File: config.mk
export PLATFORM = sky130hd
export DESIGN_NAME = imu_fifo_frame_decoder_flat
export DESIGN_NICKNAME = d
export VERILOG_FILES = /design/src/hdl/imufd_pkg.sv /design/src/hdl/imufd_frame_if.sv /design/src/hdl/imu_fifo_frame_decoder.sv /design/src/hdl/imufd_mul.sv /design/src/hdl/imufd_ctrl.sv /design/src/flat_wrapper.sv
export SDC_FILE = /design/constraint.sdc
export NUM_CORES = 1
export LEC_CHECK = 0
export BUFFER_PORTS_ARGS = -buffer_cell sky130_fd_sc_hd__buf_2
export CAP_MARGIN = 20
export CORE_UTILIZATION = 26
export CTS_BUF_LIST = sky130_fd_sc_hd__clkbuf_16
export CTS_CLUSTER_DIAMETER = 60
export DETAILED_ROUTE_END_ITERATION = 12
export PLACE_DENSITY = 0.52
export SYNTH_ARGS = -nofsm -noshare
export SYNTH_HDL_FRONTEND = slang
export SYNTH_SLANG_ARGS = --single-unit
File: constraint.sdc
create_clock -name clk -period 7.6 [get_ports clk]
set_clock_uncertainty 0.2 [all_clocks]
set_input_delay 0 -clock clk [delete_from_list [all_inputs] [get_ports clk]]
set_output_delay 0 -clock clk [all_outputs]
set_load 0.01 [all_outputs]
File: src/hdl/imufd_pkg.sv
// Shared types and constants for the IMU FIFO frame decoder.
package imufd_pkg;

    localparam int unsigned WORD_W  = 16;
    localparam int unsigned ACCEL_W = 21;
    localparam int unsigned GYRO_W  = 37;
    localparam int unsigned OPA_W   = 27;
    localparam int unsigned OPB_W   = 12;
    localparam int unsigned PROD_W  = OPA_W + OPB_W;
    localparam int unsigned STEP_W  = 3;
    localparam int unsigned CFG_IDX_W  = 2;
    localparam int unsigned CFG_DATA_W = 7;

    // register indexes
    localparam logic [CFG_IDX_W-1:0] CFG_ACCEL_RANGE = 2'd0;
    localparam logic [CFG_IDX_W-1:0] CFG_GYRO_RANGE  = 2'd1;
    localparam logic [CFG_IDX_W-1:0] CFG_CROSS_AXIS  = 2'd2;

    // marker words
    localparam logic [WORD_W-1:0] OVERREAD_WORD  = 16'h8000;
    localparam logic [WORD_W-1:0] INVALID_LOW    = 16'h8000;
    localparam logic [WORD_W-1:0] ACCEL_INV_WORD = 16'h7F01;
    localparam logic [WORD_W-1:0] GYRO_INV_WORD  = 16'h7F02;

    // multiplier passes, in issue order
    localparam logic [STEP_W-1:0] STEP_ACC_Y  = 3'd0;
    localparam logic [STEP_W-1:0] STEP_ACC_X  = 3'd1;
    localparam logic [STEP_W-1:0] STEP_ACC_Z  = 3'd2;
    localparam logic [STEP_W-1:0] STEP_CROSS  = 3'd3;
    localparam logic [STEP_W-1:0] STEP_GYR_X  = 3'd4;
    localparam logic [STEP_W-1:0] STEP_GYR_Y  = 3'd5;
    localparam logic [STEP_W-1:0] STEP_GYR_Z  = 3'd6;
    localparam logic [STEP_W-1:0] STEP_FLUSH  = 3'd7;

    typedef enum logic [2:0] {
        ST_IDLE = 3'b001,
        ST_CALC = 3'b010,
        ST_DONE = 3'b100
    } state_t;

    typedef struct packed {
        logic              load;
        logic              issue;
        logic [STEP_W-1:0] issue_step;
        logic              wr;
        logic [STEP_W-1:0] wr_step;
    } seq_ctrl_t;

endpackage

File: src/hdl/imufd_frame_if.sv
// Input frame channel and result channel interfaces.
interface imufd_frame_if;
    logic        valid;
    logic        ready;
    logic [15:0] gyro_word_x;
    logic [15:0] gyro_word_y;
    logic [15:0] gyro_word_z;
    logic [15:0] accel_word_x;
    logic [15:0] accel_word_y;
    logic [15:0] accel_word_z;

    modport source (output valid, output gyro_word_x, output gyro_word_y,
                    output gyro_word_z, output accel_word_x, output accel_word_y,
                    output accel_word_z, input ready);
    modport sink (input valid, input gyro_word_x, input gyro_word_y,
                  input gyro_word_z, input accel_word_x, input accel_word_y,
                  input accel_word_z, output ready);
endinterface

interface imufd_result_if;
    logic               valid;
    logic               ready;
    logic               frame_skipped;
    logic               accel_fresh;
    logic               gyro_fresh;
    logic signed [20:0] accel_out_x;
    logic signed [20:0] accel_out_y;
    logic signed [20:0] accel_out_z;
    logic signed [36:0] gyro_out_x;
    logic signed [36:0] gyro_out_y;
    logic signed [36:0] gyro_out_z;

    modport source (output valid, output frame_skipped, output accel_fresh,
                    output gyro_fresh, output accel_out_x, output accel_out_y,
                    output accel_out_z, output gyro_out_x, output gyro_out_y,
                    output gyro_out_z, input ready);
    modport sink (input valid, input frame_skipped, input accel_fresh,
                  input gyro_fresh, input accel_out_x, input accel_out_y,
                  input accel_out_z, input gyro_out_x, input gyro_out_y,
                  input gyro_out_z, output ready);
endinterface

File: src/hdl/imu_fifo_frame_decoder.sv
// Top level: IMU FIFO frame decoder with one shared multiplier.
// The result is valid in ST_DONE, after the multiplier passes for the accepted frame.
// A new frame is taken only in ST_IDLE, once the last result is taken; each frame makes
// seven passes through the single multiplier plus a final write-back step.
// Reset: held outputs clear to zero, ranges to code 3, cross-axis factor to 0.
module imu_fifo_frame_decoder
(
    input  logic                                   clk,
    input  logic                                   rst_n,
    imufd_frame_if.sink                            frame,
    imufd_result_if.source                         result,
    input  logic                                   cfg_we,
    input  logic [imufd_pkg::CFG_IDX_W-1:0]        cfg_index,
    input  logic [imufd_pkg::CFG_DATA_W-1:0]       cfg_data
);

    imufd_pkg::seq_ctrl_t ctrl;

    logic [1:0]        accel_range_reg;
    logic [1:0]        gyro_range_reg;
    logic signed [6:0] cross_axis_reg;

    logic [15:0] gx_reg, gy_reg, gz_reg, ax_reg, ay_reg, az_reg;
    logic        skip_reg, accel_ok_reg, gyro_ok_reg;

    logic signed [imufd_pkg::ACCEL_W-1:0] held_accel_reg [3];
    logic signed [imufd_pkg::GYRO_W-1:0]  held_gyro_reg  [3];
    logic signed [imufd_pkg::OPA_W-1:0]   corr_reg;

    logic signed [imufd_pkg::OPA_W-1:0]   op_a;
    logic signed [imufd_pkg::OPB_W-1:0]   op_b;
    logic signed [imufd_pkg::PROD_W-1:0]  prod;
    logic signed [imufd_pkg::OPB_W-1:0]   accel_gain;
    logic signed [imufd_pkg::OPB_W-1:0]   gyro_gain;
    logic signed [imufd_pkg::OPA_W-1:0]   gx_scaled;

    logic skip_next, accel_bad, gyro_bad;

    imufd_ctrl u_ctrl
    (
        .clk       (clk),
        .rst_n     (rst_n),
        .in_valid  (frame.valid),
        .in_ready  (frame.ready),
        .out_valid (result.valid),
        .out_ready (result.ready),
        .ctrl      (ctrl)
    );

    imufd_mul u_mul
    (
        .clk  (clk),
        .en   (ctrl.issue),
        .op_a (op_a),
        .op_b (op_b),
        .prod (prod)
    );

    // config writes
    always_ff @(posedge clk or negedge rst_n)
    begin
        if (!rst_n)
        begin
            accel_range_reg <= 2'd3;
            gyro_range_reg  <= 2'd3;
            cross_axis_reg  <= '0;
        end
        else if (cfg_we)
        begin
            case (cfg_index)
                imufd_pkg::CFG_ACCEL_RANGE: accel_range_reg <= cfg_data[1:0];
                imufd_pkg::CFG_GYRO_RANGE:  gyro_range_reg  <= cfg_data[1:0];
                imufd_pkg::CFG_CROSS_AXIS:  cross_axis_reg  <= cfg_data;
                default: ;
            endcase
        end
    end

    // frame classification
    always_comb
    begin
        skip_next = (frame.gyro_word_x == imufd_pkg::OVERREAD_WORD);
        accel_bad = (frame.accel_word_x == imufd_pkg::ACCEL_INV_WORD) &&
                    (frame.accel_word_y == imufd_pkg::INVALID_LOW) &&
                    (frame.accel_word_z == imufd_pkg::INVALID_LOW);
        gyro_bad  = (frame.gyro_word_x == imufd_pkg::GYRO_INV_WORD) &&
                    (frame.gyro_word_y == imufd_pkg::INVALID_LOW) &&
                    (frame.gyro_word_z == imufd_pkg::INVALID_LOW);
    end

    always_ff @(posedge clk or negedge rst_n)
    begin
        if (!rst_n)
        begin
            skip_reg     <= 1'b0;
            accel_ok_reg <= 1'b0;
            gyro_ok_reg  <= 1'b0;
        end
        else if (ctrl.load)
        begin
            skip_reg     <= skip_next;
            accel_ok_reg <= !skip_next && !accel_bad;
            gyro_ok_reg  <= !skip_next && !gyro_bad;
        end
    end

    always_ff @(posedge clk)
    begin
        if (ctrl.load)
        begin
            gx_reg <= frame.gyro_word_x;
            gy_reg <= frame.gyro_word_y;
            gz_reg <= frame.gyro_word_z;
            ax_reg <= frame.accel_word_x;
            ay_reg <= frame.accel_word_y;
            az_reg <= frame.accel_word_z;
        end
    end

    // operand select
    always_comb
    begin
        accel_gain = imufd_pkg::OPB_W'(5'd2 << accel_range_reg);
        gyro_gain  = imufd_pkg::OPB_W'(11'd250 << gyro_range_reg);
        gx_scaled  = {{2{gx_reg[15]}}, gx_reg, 9'd0};
        op_a = '0;
        op_b = '0;
        case (ctrl.issue_step)
            imufd_pkg::STEP_ACC_Y:
            begin
                op_a = imufd_pkg::OPA_W'(0) - {{11{ay_reg[15]}}, ay_reg};
                op_b = accel_gain;
            end
            imufd_pkg::STEP_ACC_X:
            begin
                op_a = {{11{ax_reg[15]}}, ax_reg};
                op_b = accel_gain;
            end
            imufd_pkg::STEP_ACC_Z:
            begin
                op_a = {{11{az_reg[15]}}, az_reg};
                op_b = accel_gain;
            end
            imufd_pkg::STEP_CROSS:
            begin
                op_a = {{11{gz_reg[15]}}, gz_reg};
                op_b = {{5{cross_axis_reg[6]}}, cross_axis_reg};
            end
            imufd_pkg::STEP_GYR_X:
            begin
                op_a = imufd_pkg::OPA_W'(0) - {{2{gy_reg[15]}}, gy_reg, 9'd0};
                op_b = gyro_gain;
            end
            imufd_pkg::STEP_GYR_Y:
            begin
                op_a = corr_reg;
                op_b = gyro_gain;
            end
            imufd_pkg::STEP_GYR_Z:
            begin
                op_a = {{2{gz_reg[15]}}, gz_reg, 9'd0};
                op_b = gyro_gain;
            end
            default:
            begin
                op_a = '0;
                op_b = '0;
            end
        endcase
    end

    // write-back of the previous pass
    always_ff @(posedge clk or negedge rst_n)
    begin
        if (!rst_n)
        begin
            for (int i = 0; i < 3; i++)
            begin
                held_accel_reg[i] <= '0;
                held_gyro_reg[i]  <= '0;
            end
        end
        else if (ctrl.wr)
        begin
            case (ctrl.wr_step)
                imufd_pkg::STEP_ACC_Y:
                    if (accel_ok_reg) held_accel_reg[0] <= prod[imufd_pkg::ACCEL_W-1:0];
                imufd_pkg::STEP_ACC_X:
                    if (accel_ok_reg) held_accel_reg[1] <= prod[imufd_pkg::ACCEL_W-1:0];
                imufd_pkg::STEP_ACC_Z:
                    if (accel_ok_reg) held_accel_reg[2] <= prod[imufd_pkg::ACCEL_W-1:0];
                imufd_pkg::STEP_GYR_X:
                    if (gyro_ok_reg) held_gyro_reg[0] <= prod[imufd_pkg::GYRO_W-1:0];
                imufd_pkg::STEP_GYR_Y:
                    if (gyro_ok_reg) held_gyro_reg[1] <= prod[imufd_pkg::GYRO_W-1:0];
                imufd_pkg::STEP_GYR_Z:
                    if (gyro_ok_reg) held_gyro_reg[2] <= prod[imufd_pkg::GYRO_W-1:0];
                default: ;
            endcase
        end
    end

    // cross-axis corrected x: raw_x*512 - raw_z*factor
    always_ff @(posedge clk)
    begin
        if (ctrl.wr && (ctrl.wr_step == imufd_pkg::STEP_CROSS))
        begin
            corr_reg <= gx_scaled - prod[imufd_pkg::OPA_W-1:0];
        end
    end

    assign result.frame_skipped = skip_reg;
    assign result.accel_fresh   = accel_ok_reg;
    assign result.gyro_fresh    = gyro_ok_reg;
    assign result.accel_out_x   = held_accel_reg[0];
    assign result.accel_out_y   = held_accel_reg[1];
    assign result.accel_out_z   = held_accel_reg[2];
    assign result.gyro_out_x    = held_gyro_reg[0];
    assign result.gyro_out_y    = held_gyro_reg[1];
    assign result.gyro_out_z    = held_gyro_reg[2];

endmodule

File: src/hdl/imufd_mul.sv
// Shared signed multiplier with registered product.
module imufd_mul
(
    input  logic                                   clk,
    input  logic                                   en,
    input  logic signed [imufd_pkg::OPA_W-1:0]     op_a,
    input  logic signed [imufd_pkg::OPB_W-1:0]     op_b,
    output logic signed [imufd_pkg::PROD_W-1:0]    prod
);

    logic signed [imufd_pkg::PROD_W-1:0] prod_reg;
    logic signed [imufd_pkg::PROD_W-1:0] prod_next;

    always_comb
    begin
        prod_next = imufd_pkg::PROD_W'(op_a) * imufd_pkg::PROD_W'(op_b);
    end

    always_ff @(posedge clk)
    begin
        if (en)
        begin
            prod_reg <= prod_next;
        end
    end

    assign prod = prod_reg;

endmodule

File: src/hdl/imufd_ctrl.sv
// Sequencer: handshakes and multiplier pass schedule.
module imufd_ctrl
(
    input  logic                  clk,
    input  logic                  rst_n,
    input  logic                  in_valid,
    output logic                  in_ready,
    output logic                  out_valid,
    input  logic                  out_ready,
    output imufd_pkg::seq_ctrl_t  ctrl
);

    imufd_pkg::state_t                state_reg;
    imufd_pkg::state_t                state_next;
    logic [imufd_pkg::STEP_W-1:0]     step_reg;
    logic [imufd_pkg::STEP_W-1:0]     step_next;

    assign in_ready  = (state_reg == imufd_pkg::ST_IDLE);
    assign out_valid = (state_reg == imufd_pkg::ST_DONE);

    always_comb
    begin
        state_next = state_reg;
        step_next  = step_reg;
        case (state_reg)
            imufd_pkg::ST_IDLE:
            begin
                step_next = '0;
                if (in_valid)
                begin
                    state_next = imufd_pkg::ST_CALC;
                end
            end
            imufd_pkg::ST_CALC:
            begin
                step_next = step_reg + 1'b1;
                if (step_reg == imufd_pkg::STEP_FLUSH)
                begin
                    state_next = imufd_pkg::ST_DONE;
                end
            end
            imufd_pkg::ST_DONE:
            begin
                if (out_ready)
                begin
                    state_next = imufd_pkg::ST_IDLE;
                end
            end
            default:
            begin
                state_next = imufd_pkg::ST_IDLE;
            end
        endcase
    end

    always_ff @(posedge clk or negedge rst_n)
    begin
        if (!rst_n)
        begin
            state_reg <= imufd_pkg::ST_IDLE;
            step_reg  <= '0;
        end
        else
        begin
            state_reg <= state_next;
            step_reg  <= step_next;
        end
    end

    always_comb
    begin
        ctrl.load       = in_valid && in_ready;
        ctrl.issue      = (state_reg == imufd_pkg::ST_CALC) &&
                          (step_reg != imufd_pkg::STEP_FLUSH);
        ctrl.issue_step = step_reg;
        ctrl.wr         = (state_reg == imufd_pkg::ST_CALC) && (step_reg != '0);
        ctrl.wr_step    = step_reg - 1'b1;
    end

endmodule
File: src/flat_wrapper.sv
// flat-port wrapper written by rule: the top's interface ports become plain ports
module imu_fifo_frame_decoder_flat 
  (clk, rst_n, cfg_we, cfg_index, cfg_data, frame_valid, frame_gyro_word_x, frame_gyro_word_y, frame_gyro_word_z, frame_accel_word_x, frame_accel_word_y, frame_accel_word_z, frame_ready, result_valid, result_frame_skipped, result_accel_fresh, result_gyro_fresh, result_accel_out_x, result_accel_out_y, result_accel_out_z, result_gyro_out_x, result_gyro_out_y, result_gyro_out_z, result_ready);
  imufd_frame_if frame_i ();
  imufd_result_if result_i ();
  input  logic clk;
  input  logic rst_n;
  input  logic cfg_we;
  input  logic [imufd_pkg::CFG_IDX_W-1:0] cfg_index;
  input  logic [imufd_pkg::CFG_DATA_W-1:0] cfg_data;
  input wire logic [$bits(frame_i.valid)-1:0] frame_valid;
  input wire logic [$bits(frame_i.gyro_word_x)-1:0] frame_gyro_word_x;
  input wire logic [$bits(frame_i.gyro_word_y)-1:0] frame_gyro_word_y;
  input wire logic [$bits(frame_i.gyro_word_z)-1:0] frame_gyro_word_z;
  input wire logic [$bits(frame_i.accel_word_x)-1:0] frame_accel_word_x;
  input wire logic [$bits(frame_i.accel_word_y)-1:0] frame_accel_word_y;
  input wire logic [$bits(frame_i.accel_word_z)-1:0] frame_accel_word_z;
  output wire logic [$bits(frame_i.ready)-1:0] frame_ready;
  output wire logic [$bits(result_i.valid)-1:0] result_valid;
  output wire logic [$bits(result_i.frame_skipped)-1:0] result_frame_skipped;
  output wire logic [$bits(result_i.accel_fresh)-1:0] result_accel_fresh;
  output wire logic [$bits(result_i.gyro_fresh)-1:0] result_gyro_fresh;
  output wire logic [$bits(result_i.accel_out_x)-1:0] result_accel_out_x;
  output wire logic [$bits(result_i.accel_out_y)-1:0] result_accel_out_y;
  output wire logic [$bits(result_i.accel_out_z)-1:0] result_accel_out_z;
  output wire logic [$bits(result_i.gyro_out_x)-1:0] result_gyro_out_x;
  output wire logic [$bits(result_i.gyro_out_y)-1:0] result_gyro_out_y;
  output wire logic [$bits(result_i.gyro_out_z)-1:0] result_gyro_out_z;
  input wire logic [$bits(result_i.ready)-1:0] result_ready;
  assign frame_i.valid = frame_valid;
  assign frame_i.gyro_word_x = frame_gyro_word_x;
  assign frame_i.gyro_word_y = frame_gyro_word_y;
  assign frame_i.gyro_word_z = frame_gyro_word_z;
  assign frame_i.accel_word_x = frame_accel_word_x;
  assign frame_i.accel_word_y = frame_accel_word_y;
  assign frame_i.accel_word_z = frame_accel_word_z;
  assign frame_ready = frame_i.ready;
  assign result_valid = result_i.valid;
  assign result_frame_skipped = result_i.frame_skipped;
  assign result_accel_fresh = result_i.accel_fresh;
  assign result_gyro_fresh = result_i.gyro_fresh;
  assign result_accel_out_x = result_i.accel_out_x;
  assign result_accel_out_y = result_i.accel_out_y;
  assign result_accel_out_z = result_i.accel_out_z;
  assign result_gyro_out_x = result_i.gyro_out_x;
  assign result_gyro_out_y = result_i.gyro_out_y;
  assign result_gyro_out_z = result_i.gyro_out_z;
  assign result_i.ready = result_ready;
  imu_fifo_frame_decoder u_core (.clk(clk), .rst_n(rst_n), .frame(frame_i), .result(result_i), .cfg_we(cfg_we), .cfg_index(cfg_index), .cfg_data(cfg_data));
endmodule
==> qor.log, run 1 <==
qor: floorplan.boundaryPins 289
qor: timing.timing_hold_violations_final 0
qor: power_and_ir_drop.post-layout-total-power 10.7 mW
qor: drt.drt_first_iter_violations 1434
qor: worst_setup_path.worstPathRequired 7850 ps
qor: floorplan.dieArea 98400 um2
qor: floorplan.fp-row-count 113
qor: drt.first_pass_iters 7
qor: grt.number_of_antenna_violations_at_the_first_check_in_global_routing 1
qor: finish.syn2layout_area_growth 31.1%
qor: drt.routed_wire_length_per_instance 19.2 um
qor: clock_network.clock_buffer_count_from_cts 49
qor: min_path.hold_end u_core.cross_axis_reg[1]
qor: placed_design.last_weighted_congestion_value_of_the_routability_driven_placer 0.905
qor: worst_setup_path.cpMostUsedCell fa_1
qor: worst_setup_path.worstSetupPathType flop to flop
qor: yosys.syn_avg_cell_area 10.6 um2
qor: yosys.synth-main-ff-cell dfrtp_1
qor: grt.first_global_vias 20500
qor: worst_setup_path.cpMaxStageDelayCell or4_4
qor: min_path.timing.hold.worst.start cfg_data[1]
qor: yosys.syn_area 25200 um2
qor: outcome.run_status finished clean
qor: clock_network.clockBufferDepth 3
qor: drt.drc 0
qor: grt.groute.usage.overall 16.8%
qor: worst_setup_path.worst_r2r_startpoint u_core.gy_reg[6]
qor: worst_setup_path.cp_max_fo 7
qor: timing.post-route-period-util 96.8%
qor: power_and_ir_drop.ir_drop 0.176 mV
qor: floorplan.die_w 314 um
qor: drt.final_antenna_net_count 0
qor: yosys.synth_seq_area_share 38.3%
qor: drt.route.vias.total 19500
qor: timing.slew-limit-headroom 30.5%
qor: worst_setup_path.timing.critical_path.arrival 7600 ps
qor: timing.final_period_minus_worst_setup_slack 7360 ps
qor: worst_setup_path.cp_slowest_stage_delay 590 ps
qor: floorplan.area_of_the_core 95600 um2
qor: finish.finish.net_count 3485
qor: worst_setup_path.timing.reg2reg.worst_path_depth 24
qor: worst_setup_path.r2r_setup_slack 240 ps
qor: worst_setup_path.setup_crit_start_kind flop
qor: min_path.hp-class input port to flop
qor: worst_setup_path.rr_endpoint u_core.u_mul.prod[35]
qor: finish.post_route_cells_drive_above_1_share 22.8%
qor: timing.timing.final.max_slew_violations 0
qor: yosys.yosysTopAreaCellShare 21.9%
qor: yosys.synth_async_sr_flop_share 54.8%
qor: drt.vias_per_cell 4.55
qor: clock_network.clock_tree_from_tritoncts yes
qor: grt.grt_overflow 0
qor: yosys.synthCells 2374
qor: clock_network.worst_setup_hold_path_clk_slew 60 ps
qor: power_and_ir_drop.power.density 325 nW/um2
qor: finish.footprint_of_the_multi_input_gates 14100 um2
qor: timing.setup-tns-final 0 ps
qor: clock_network.clock_tree.htree_level_count 2
qor: placed_design.port-buffer-count 288
qor: timing.final_number_of_setup_violating_endpoints 0
qor: finish.sequential_cell_area 9670 um2
qor: finish.layout.filler_cells 9771
qor: timing.fin_worst_hold_slack 23.5 ps
qor: yosys.synth_edf_count 160
qor: grt.pin_count_of_the_biggest_net_entering_global_routing 89
qor: yosys.number_of_warnings_printed_during_yosys_synthesis 0
qor: yosys.synth_cell_type_count 76
qor: timing.achievable-frequency 136 MHz
qor: yosys.ys_top_cells_by_area fa_1, edfxtp_1, dfrtp_1
qor: grt.grt_pass1_wl 125000 um
qor: run.drv.max_cap_violation_count 0
qor: floorplan.die_y 314 um
qor: drt.route.final.wire_length 82500 um
qor: min_path.min_delay_path_depth 3
qor: clock_network.cts.sinks 354
qor: timing.tightestPinTransition 1040 ps
qor: yosys.synth.largest_area_cell fa_1
qor: yosys.synth_nets 2866
qor: clock_network.cts-root-buf clkbuf_16
qor: yosys.synth.ff_latch_count 354
qor: floorplan.initial_core_util 26.4%
qor: worst_setup_path.worstSetupEndpointType flop
qor: placed_design.post-dp-hpwl 62700 um
qor: power_and_ir_drop.power.static_leakage 15.4 nW
qor: worst_setup_path.critical_path.cell_chain or4_4 -> or3_4 -> nor2_2 -> nand3b_1 -> xor2_1 -> a222oi_1 -> o21a_2 -> buf_4 -> or2_2 -> fa_1 -> fa_1 -> inv_1 -> fa_1 -> fa_1 -> inv_1 -> fa_1 -> inv_1 -> ha_1 -> nor2b_1 -> o21ai_0 -> o31ai_1 -> a311o_1 -> a2111o_1 -> nand4_1
qor: clock_network.clock_insertion_delay_at_the_later_pin_of_the_skew_report 610 ps
-- stage by stage --
| stage | worst slack (ps) | cell area [um2] | util, % | cells |
|---|---|---|---|---|
| 2_1_floorplan | 437 | 25200 | - | 2374 |
| 3_3_place_gp | 19.5 | 28900 | 30.3 | 3964 |
| 3_5_place_dp | 24.9 | 28900 | 30.3 | 3964 |
| 4_1_cts | 27.4 | 32700 | 34.2 | 4271 |
| 5_1_grt | -45.7 | 33100 | 34.6 | 4294 |
| 6_report | 241 | 33100 | 34.6 | 4294 |
-- layout make-up --
cell class / count / share of cell area, %
inverter: 371 / 4.21
clock inverter: 35 / 0.809
tap: 1265 / 4.78
antenna: 1 / 0.00756
multi-input combinational: 1565 / 42.5
timing repair buffer: 652 / 14.6
sequential: 354 / 29.2
clock buffer: 51 / 3.85
-- worst max-delay path by stage --
stage                     startpoint                    end  slack, ps  cells after the start
finish              u_core.gy_reg[6]  u_core.u_mul.prod[35]        240                     24
global placement    u_core.gy_reg[3]  u_core.u_mul.prod[32]         20                     25
CTS                 u_core.gy_reg[3]  u_core.u_mul.prod[32]         30                     26
detailed placement  u_core.gy_reg[3]  u_core.u_mul.prod[32]         20                     23
global route        u_core.ay_reg[8]  u_core.u_mul.prod[36]        -50                     24
floorplan           u_core.ay_reg[0]  u_core.u_mul.prod[35]        440                     26
-- cell families (layout without fill, tap and decap cells) --
group / Yosys count / count (layout) / share of synthesized area, %
simple gates: 666 / 666 / 12.0
buf+inv: 455 / 1109 / 6.83
fa+ha+maj: 382 / 382 / 27.1
flops: 354 / 354 / 38.3
compound gates: 342 / 342 / 8.72
mux: 98 / 98 / 4.36
xor+xnor: 77 / 77 / 2.67
other cells: 0 / 1 / 0
-- timing repair --
action	CTS	global route
hold buffers	221	0
endpoints found under the setup margin	2	14
setup buffers	0	22
hold endpoints to repair	218	0
resized for setup	1	56
pin swaps	1	35
-- critical path, delay by kind of cell (launching register included) --
family                     cells  cell delay [ps]
and+or+nand+nor                7             1520
DFF                            1              420
adders and majority gates      6             2800
AOI/OAI and AO/OA              6             1770
buffers and inverters          4              320
xor gates and xnor gates       1              150
-- routing by layer --
metal,GRT usage [%],routed length [um],up-vias
met4,6.64,3150,0
li1,-,-,9076
met2,27.9,39100,591
met3,3.24,4940,139
met1,21.6,35300,9720
met5,0,0,-
-- Yosys cell counts (all sizes together) (13+ instances only) --
library cell / number
mux2: 95
xnor2: 52
dfrtp: 189
nand2b: 17
inv: 371
nor2: 218
and2: 13
nor3: 28
a222oi: 22
ha: 106
nand3: 16
nor4: 21
buf: 17
a21oi: 62
nand4: 13
o21ai: 147
o21a: 16
fa: 276
edfxtp: 160
nand2: 275
xor2: 25
clkbuf: 67
-- report_power, final --
group,leakage [nW],internal (mW),total [mW],switching (mW)
logic,10.5,2.33,5.83,3.49
clock network,0.781,1.25,2.20,0.953
registers,4.15,2.49,2.72,0.232
-- layout by cell type, fill, tap and decap left out, drive strengths merged, types with 8 or more instances in the layout --
master / synthesis / final
xor2: 25 / 25
nor4: 21 / 21
fa: 276 / 276
clkinv: 0 / 15
a21o: 11 / 11
buf: 17 / 431
dlygate4sd3: 0 / 220
or2: 8 / 8
a222oi: 22 / 22
nand3b: 8 / 8
edfxtp: 160 / 160
nor4b: 8 / 8
mux2: 95 / 95
nor3: 28 / 28
nand2b: 17 / 17
and2: 13 / 13
dfrtp: 189 / 189
ha: 106 / 106
nand4: 13 / 13
clkbuf: 67 / 52
o21ai: 147 / 147
nand2: 275 / 275
nor2b: 11 / 11
nor2: 218 / 218
inv: 371 / 389
o21a: 16 / 16
a21oi: 62 / 62
o211ai: 9 / 9
a221oi: 9 / 9
xnor2: 52 / 52
nand3: 16 / 16
Power figures use the tool's default switching activity.
==> run 2, diff against run 1 <==
Settings changed: CORE_ASPECT_RATIO set to 1.75, CTS_CLUSTER_DIAMETER 60 to 30, PLACE_DENSITY 0.52 to unset.
==> run 2 against run 1 <==
Effect of this change:
- die area about the same
- critical path type unchanged
- global-route usage grew 1.4 points
- non-clock buffer count grew 53
- design area grew 2.7%
- worst hold slack improved by 120 ps
- first-iteration DRC count decreased by 30%
- core utilization is 0.82 points higher
- clock power rose by 15%
- wire length is 7.9% higher
- critical path depth up 1
==> qor.log, run 2 (same netlist as run 1, synthesis figures left out) <==
qor: outcome.run_status finished clean
qor: power_and_ir_drop.power.static_leakage 15.8 nW [+2.9%]
qor: grt.pin_count_of_the_biggest_net_entering_global_routing 137 [+54%]
qor: drt.wl_met2 47300 um [+21%]
qor: clock_network.clockBufferDepth 3 [unchanged]
qor: drt.highest_layer met5
qor: floorplan.initial_core_util 26.3% [-0.090 points]
qor: floorplan.die_y 414 um [+32%]
qor: drt.drt_first_iter_violations 1007 [-30%]
qor: drt.first_pass_iters 7 [unchanged]
qor: placed_design.port-buffer-count 288 [unchanged]
qor: drt.wire_length_on_met1 30000 um [-15%]
qor: placed_design.pre_cts_ws -208 ps [-233 ps]
qor: clock_network.cts-root-buf clkbuf_16
qor: finish.final_core_util 35.5% [+0.82 points]
qor: finish.post_route_cells_drive_above_1_share 24.8% [+2.1 points]
qor: grt.groute.usage.overall 18.3% [+1.4 points]
qor: grt.number_of_antenna_violations_at_the_first_check_in_global_routing 4 [+3]
qor: drt.final_antenna_net_count 0 [unchanged]
qor: timing.timing_hold_violations_final 0 [unchanged]
qor: worst_setup_path.worstSetupEndpointType flop
qor: timing.fin_worst_hold_slack 148 ps [+124 ps]
qor: placed_design.postPlaceCellArea 29400 um2 [+1.6%]
qor: finish.finish.net_count 3543 [+1.7%]
qor: timing.setup_slack 48.2 ps [-193 ps]
qor: power_and_ir_drop.ir_drop 0.166 mV [-5.6%]
qor: finish.post_layout_nonfiller_instances 4390 [+2.2%]
qor: placed_design.post-dp-hpwl 68800 um [+9.6%]
qor: power_and_ir_drop.power.density 342 nW/um2 [+5.5%]
qor: min_path.hp-class input port to flop
qor: timing.final_number_of_setup_violating_endpoints 0 [unchanged]
qor: run.drv.max_cap_violation_count 0 [unchanged]
qor: clock_network.cts.sinks 354 [unchanged]
qor: timing.slew-limit-headroom 31.0% [+0.49 points]
qor: worst_setup_path.setup_crit_start_kind flop
qor: clock_network.worst_setup_hold_path_clk_slew 70 ps [about the same]
qor: worst_setup_path.worstPathRequired 7890 ps [+40 ps]
qor: drt.route.final.wire_length 89100 um [+7.9%]
qor: finish.syn2layout_area_growth 34.7%
qor: grt.first_global_vias 22000 [+7.4%]
qor: floorplan.fp-row-count 150 [+33%]
qor: timing.timing.final.max_slew_violations 0 [unchanged]
qor: worst_setup_path.worstSetupPathType flop to flop
qor: placed_design.cell_total_after_placement 4046 [+2.1%]
qor: clock_network.clock_insertion_delay_at_the_later_pin_of_the_skew_report 660 ps [+50 ps]
qor: finish.final_cell_mix inv_1, buf_2, fa_1, nand2_1, dlygate4sd3_1
qor: timing.achievable-frequency 132 MHz [-2.6%]
qor: min_path.min_delay_path_depth 4 [+1]
qor: worst_setup_path.timing.critical_path.arrival 7840 ps [+240 ps]
qor: clock_network.clock_tree.htree_level_count 2 [unchanged]
qor: drt.route.vias.total 20500 [+5.1%]
qor: clock_network.clock_tree_from_tritoncts yes
qor: grt.grt_pass1_wl 133000 um [+6.1%]
qor: drt.routed_wire_length_per_instance 20.3 um [+5.6%]
qor: placed_design.last_weighted_congestion_value_of_the_routability_driven_placer 0.954 [+5.4%]
qor: finish.layout.cells.most_common inv_1
qor: floorplan.dieArea 98400 um2 [about the same]
qor: worst_setup_path.cp_max_fo 5 [-2]
qor: drt.vias_per_cell 4.68 [+2.8%]
qor: floorplan.boundaryPins 289 [unchanged]
qor: timing.grt_setup_unrepaired yes
qor: grt.grt_overflow 0 [unchanged]
qor: clock_network.clock_buffer_count_from_cts 54 [+10%]
qor: timing.post-route-period-util 99.4% [+2.5 points]
qor: worst_setup_path.timing.reg2reg.worst_path_depth 25 [+4.2%]
qor: floorplan.area_of_the_core 95900 um2 [+0.34%]
qor: finish.post_route_cell_area 34000 um2 [+2.7%]
qor: drt.drc 0 [unchanged]
qor: drt.met3_wirelength 4090 um [-17%]
qor: floorplan.die_w 238 um [-24%]
qor: timing.final_period_minus_worst_setup_slack 7550 ps [+193 ps]
qor: timing.tightestPinTransition 1040 ps [-7.40 ps]
run 2: cell types whose count changed in the layout (fill, tap and decap cells not counted), sizes merged:
cell and delta:
inv +4, clkinv +3, diode +2, clkbuf +5
bufinv +1, clkinvlp +1, buf +50, dlygate4sd3 +3
run 2: cell type report:
| cell class | instances | area [um2] |
|---|---|---|
| antenna | 3 | 7.51 |
| clock buffer | 56 | 1400 |
| clock inverter | 44 | 500 |
| fill | 9547 | 61900 |
| inverter | 371 | 1400 |
| multi-input combinational | 1565 | 14200 |
| sequential | 354 | 9670 |
| tap | 1292 | 1620 |
| timing repair buffer | 705 | 5260 |
run 2: report_power, final:
group / switching, mW / internal, mW
clock: 1.09 / 1.45
combinational: 3.68 / 2.67
sequential: 0.257 / 2.49
total: 5.03 / 6.61
run 2: what timing repair did:
action / 4_1_cts / 5_1_grt
gates resized for setup: 8 / 67
buffers inserted: 4 / 12
pin swaps: 12 / 41
endpoints found under the hold margin: 331 / 0
endpoints found under the setup margin: 8 / 15
hold buffers: 224 / 0
run 2: final timing paths:
path,start,endpoint,slack (ps)
worst max-delay path,u_core.gy_reg[4],u_core.u_mul.prod[32],50
worst min-delay path,frame_valid,u_core.u_ctrl.state_reg[1],150
worst max register to register,u_core.gy_reg[4],u_core.u_mul.prod[32],50
worst min register to register,u_core.result.gyro_out_y[14],u_core.result.gyro_out_y[14],270
max in group asynchronous,rst_n,u_core.cross_axis_reg[0],6010
min in group asynchronous,rst_n,u_core.result.gyro_out_z[6],280
run 2: worst max-delay path: stages, from the launching register on:
cell,delay [ps]
edfxtp_1,400
or4_4,570
or3_4,430
xor2_1,160
a222oi_1,620
buf_4,240
o21ai_0,100
buf_4,210
nand2_1,90
fa_1,440
fa_1,530
inv_1,60
fa_1,490
fa_1,490
inv_1,50
fa_1,480
inv_1,40
ha_1,280
a21o_1,180
a21oi_2,150
o21bai_2,90
a31oi_2,170
a21oi_2,110
o21a_1,200
or4b_4,540
nand3_2,70
run 2: layer usage:
layer / GRT usage [%] / vias to the layer above
li1: - / 9206
met1: 17.8 / 10200
met2: 34.0 / 752
met3: 2.76 / 329
met4: 14.5 / 2
met5: 0 / -
run 2: through the flow:
| step | power [mW] | setup TNS, ps |
|---|---|---|
| 4_1_cts | 11.5 | 0 |
| 3_3_place_gp | 8.73 | -199 |
| 3_5_place_dp | 8.81 | -468 |
| 2_1_floorplan | 6.26 | 0 |
| 5_1_grt | 12.5 | -496 |
| 6_report | 11.6 | 0 |
==> run 3, diff against run 2 <==
Settings changed: SYNTH_HIERARCHICAL set to 1.
==> run 3 against run 2 <==
Effect of this change:
- first-iteration DRC count is 8.6% higher
- die area is 3.4% higher
- count of clock-buffer cells in the layout is 19 higher
- synthesized area is 3.5% higher
- core utilization is 1.0 points lower
- combinational power is 22% lower
- clock power is 24% higher
- sequential power is 5% higher
- largest power group unchanged
==> qor.log, run 3 <==
qor: placed_design.port-buffer-count 288 [unchanged]
qor: finish.post_layout_nonfiller_instances 4315 [-1.7%]
qor: drt.drt_first_iter_violations 1094 [+8.6%]
qor: grt.pin_count_of_the_biggest_net_entering_global_routing 132 [-3.6%]
qor: finish.finish.net_count 3437 [-3.0%]
qor: run.drv.max_cap_violation_count 0 [unchanged]
qor: finish.layout.cells.most_common inv_1
qor: clock_network.cts.sinks 354 [unchanged]
qor: grt.grt_overflow 0 [unchanged]
qor: clock_network.cts-root-buf clkbuf_16
qor: yosys.synth_nets 2872 [+0.21%]
qor: grt.groute.usage.overall 17.5% [-0.78 points]
qor: timing.timing.final.max_slew_violations 0 [unchanged]
qor: timing.fin_worst_hold_slack 116 ps [-31.4 ps]
qor: clock_network.clockBufferDepth 3 [unchanged]
qor: clock_network.clock_tree.htree_level_count 3 [+1]
qor: power_and_ir_drop.power.static_leakage 16.1 nW [+1.6%]
qor: grt.number_of_antenna_violations_at_the_first_check_in_global_routing 5 [+1]
qor: finish.post_route_cells_drive_above_1_share 24.1% [-0.78 points]
qor: floorplan.dieArea 102000 um2 [+3.4%]
qor: worst_setup_path.timing.critical_path.arrival 7490 ps [-350 ps]
qor: yosys.syn_area 26100 um2 [+3.5%]
qor: drt.route.vias.total 19900 [-2.9%]
qor: drt.routed_wire_length_per_instance 20.1 um [-0.84%]
qor: grt.first_global_vias 21800 [-0.74%]
qor: floorplan.initial_core_util 26.2% [-0.083 points]
qor: finish.final_cell_mix inv_1, nand2_1, buf_2, fa_1, dlygate4sd3_1
qor: timing.timing_hold_violations_final 0 [unchanged]
qor: placed_design.post-dp-hpwl 64600 um [-6.1%]
qor: drt.route.final.wire_length 86800 um [-2.5%]
qor: min_path.hp-class input port to flop
qor: placed_design.last_weighted_congestion_value_of_the_routability_driven_placer 0.875 [-8.2%]
qor: clock_network.clock_insertion_delay_at_the_later_pin_of_the_skew_report 640 ps [-20 ps]
qor: drt.vias_per_cell 4.62 [-1.3%]
qor: outcome.run_status finished clean
qor: floorplan.die_w 242 um [+1.7%]
qor: clock_network.postCtsSetupBuffers 0 [-4]
qor: timing.final_number_of_setup_violating_endpoints 0 [unchanged]
qor: floorplan.fp-row-count 153 [+2.0%]
qor: drt.drc 0 [unchanged]
qor: clock_network.clock_tree_from_tritoncts yes
qor: floorplan.area_of_the_core 99500 um2 [+3.8%]
qor: worst_setup_path.worstPathRequired 7840 ps [-50 ps]
qor: timing.slew-limit-headroom 31.2% [+0.20 points]
qor: timing.final_period_minus_worst_setup_slack 7250 ps [-301 ps]
qor: yosys.synthCells 2375 [+0.042%]
qor: floorplan.boundaryPins 289 [unchanged]
qor: finish.syn2layout_area_growth 31.3%
qor: placed_design.cell_total_after_placement 3963 [-2.1%]
qor: clock_network.clock_buffer_count_from_cts 71 [+31%]
qor: timing.achievable-frequency 138 MHz [+4.1%]
qor: drt.first_pass_iters 5 [-2]
qor: worst_setup_path.cp_max_fo 12 [+7]
qor: drt.final_antenna_net_count 0 [unchanged]
qor: worst_setup_path.setup_crit_start_kind flop
qor: worst_setup_path.worstSetupEndpointType flop
qor: power_and_ir_drop.post-layout-total-power 11.0 mW [-5.4%]
qor: timing.post-route-period-util 95.4% [-4.0 points]
qor: power_and_ir_drop.power.density 321 nW/um2 [-6.3%]
qor: worst_setup_path.worstSetupPathType flop to flop
qor: timing.tightestPinTransition 1030 ps [-2.97 ps]
qor: yosys.syn_avg_cell_area 11.0 um2 [+3.4%]
qor: floorplan.die_y 421 um [+1.7%]
qor: power_and_ir_drop.ir_drop 0.166 mV [+0.23%]
qor: yosys.number_of_warnings_printed_during_yosys_synthesis 6 [+6]
qor: grt.grt_pass1_wl 133000 um [about the same]
qor: clock_network.worst_setup_hold_path_clk_slew 50 ps [-20 ps]
run 3: final cells by class:
| cell class | instances | area [um2] |
|---|---|---|
| Antenna cell | 2 | 5.00 |
| Clock buffer | 75 | 1880 |
| Clock inverter | 54 | 532 |
| Fill cell | 9989 | 65200 |
| Inverter | 370 | 1390 |
| Multi-Input combinational cell | 1535 | 14600 |
| Sequential cell | 354 | 9670 |
| Tap cell | 1317 | 1650 |
| Timing Repair Buffer | 608 | 4550 |
run 3: worst max-delay path: stages, from the launching register on:
cell and delay [ps]:
edfxtp_1 460, or4_4 530, nor3_2 180, a211oi_2 160, a211oi_4 420, o211ai_1 180, buf_4 230, nand2_1 100
fa_1 470, fa_1 520, inv_1 60, fa_1 440, fa_1 590, inv_1 70, fa_1 470, inv_1 40
ha_1 340, a21o_1 180, a31o_2 230, a2bb2oi_1 230, and3b_4 250, a211oi_2 80, o41ai_2 360, a21boi_1 260
run 3: metrics by stage:
stage	TNS, ps	utilization (%)	cell area (um2)	worst slack, ps
floorplan	0	-	26100	537
global placement	0	29.8	29600	416
detailed placement	0	29.8	29600	293
CTS	0	34.4	34300	271
global route	-1.52	34.5	34300	-1.52
finish	0	34.5	34300	349
run 3: worst paths after layout:
| check | to | slack [ps] | cells after the start | startpoint |
|---|---|---|---|---|
| setup reg to reg | u_core/u_mul/prod[33] | 350 | 23 | u_core/ay_reg[11] |
| hold reg to reg | u_core/result.gyro_out_x[10] | 270 | 2 | u_core/result.gyro_out_x[10] |
| min in group asynchronous | u_core/gyro_range_reg[1] | 350 | 3 | rst_n |
| setup / recovery | u_core/u_mul/prod[33] | 350 | 23 | u_core/ay_reg[11] |
| max in group asynchronous | u_core/result.gyro_out_z[5] | 6000 | 4 | rst_n |
| hold / removal | u_core/gx_reg[13] | 120 | 2 | frame_gyro_word_x[13] |
run 3: timing repair:
action,CTS,global route
gates resized for setup,0,6
hold buffers,221,0
hold endpoints to repair,323,0
endpoints found under the setup margin,0,10
run 3: per-layer routing:
metal  track usage, %  up-vias  part of all wire [%]
met1             17.6    10000                    35
met2             33.3      728                    55
met5                0        -                 0.025
met3             2.89      266                   4.5
li1                 -     8917                     -
met4             10.3        4                   5.8
run 3: report_power, final:
part,internal [mW],switching (mW),leakage (nW)
sequential,2.54,0.339,4.15
combinational,2.01,2.96,10.7
clock,2.00,1.15,1.20
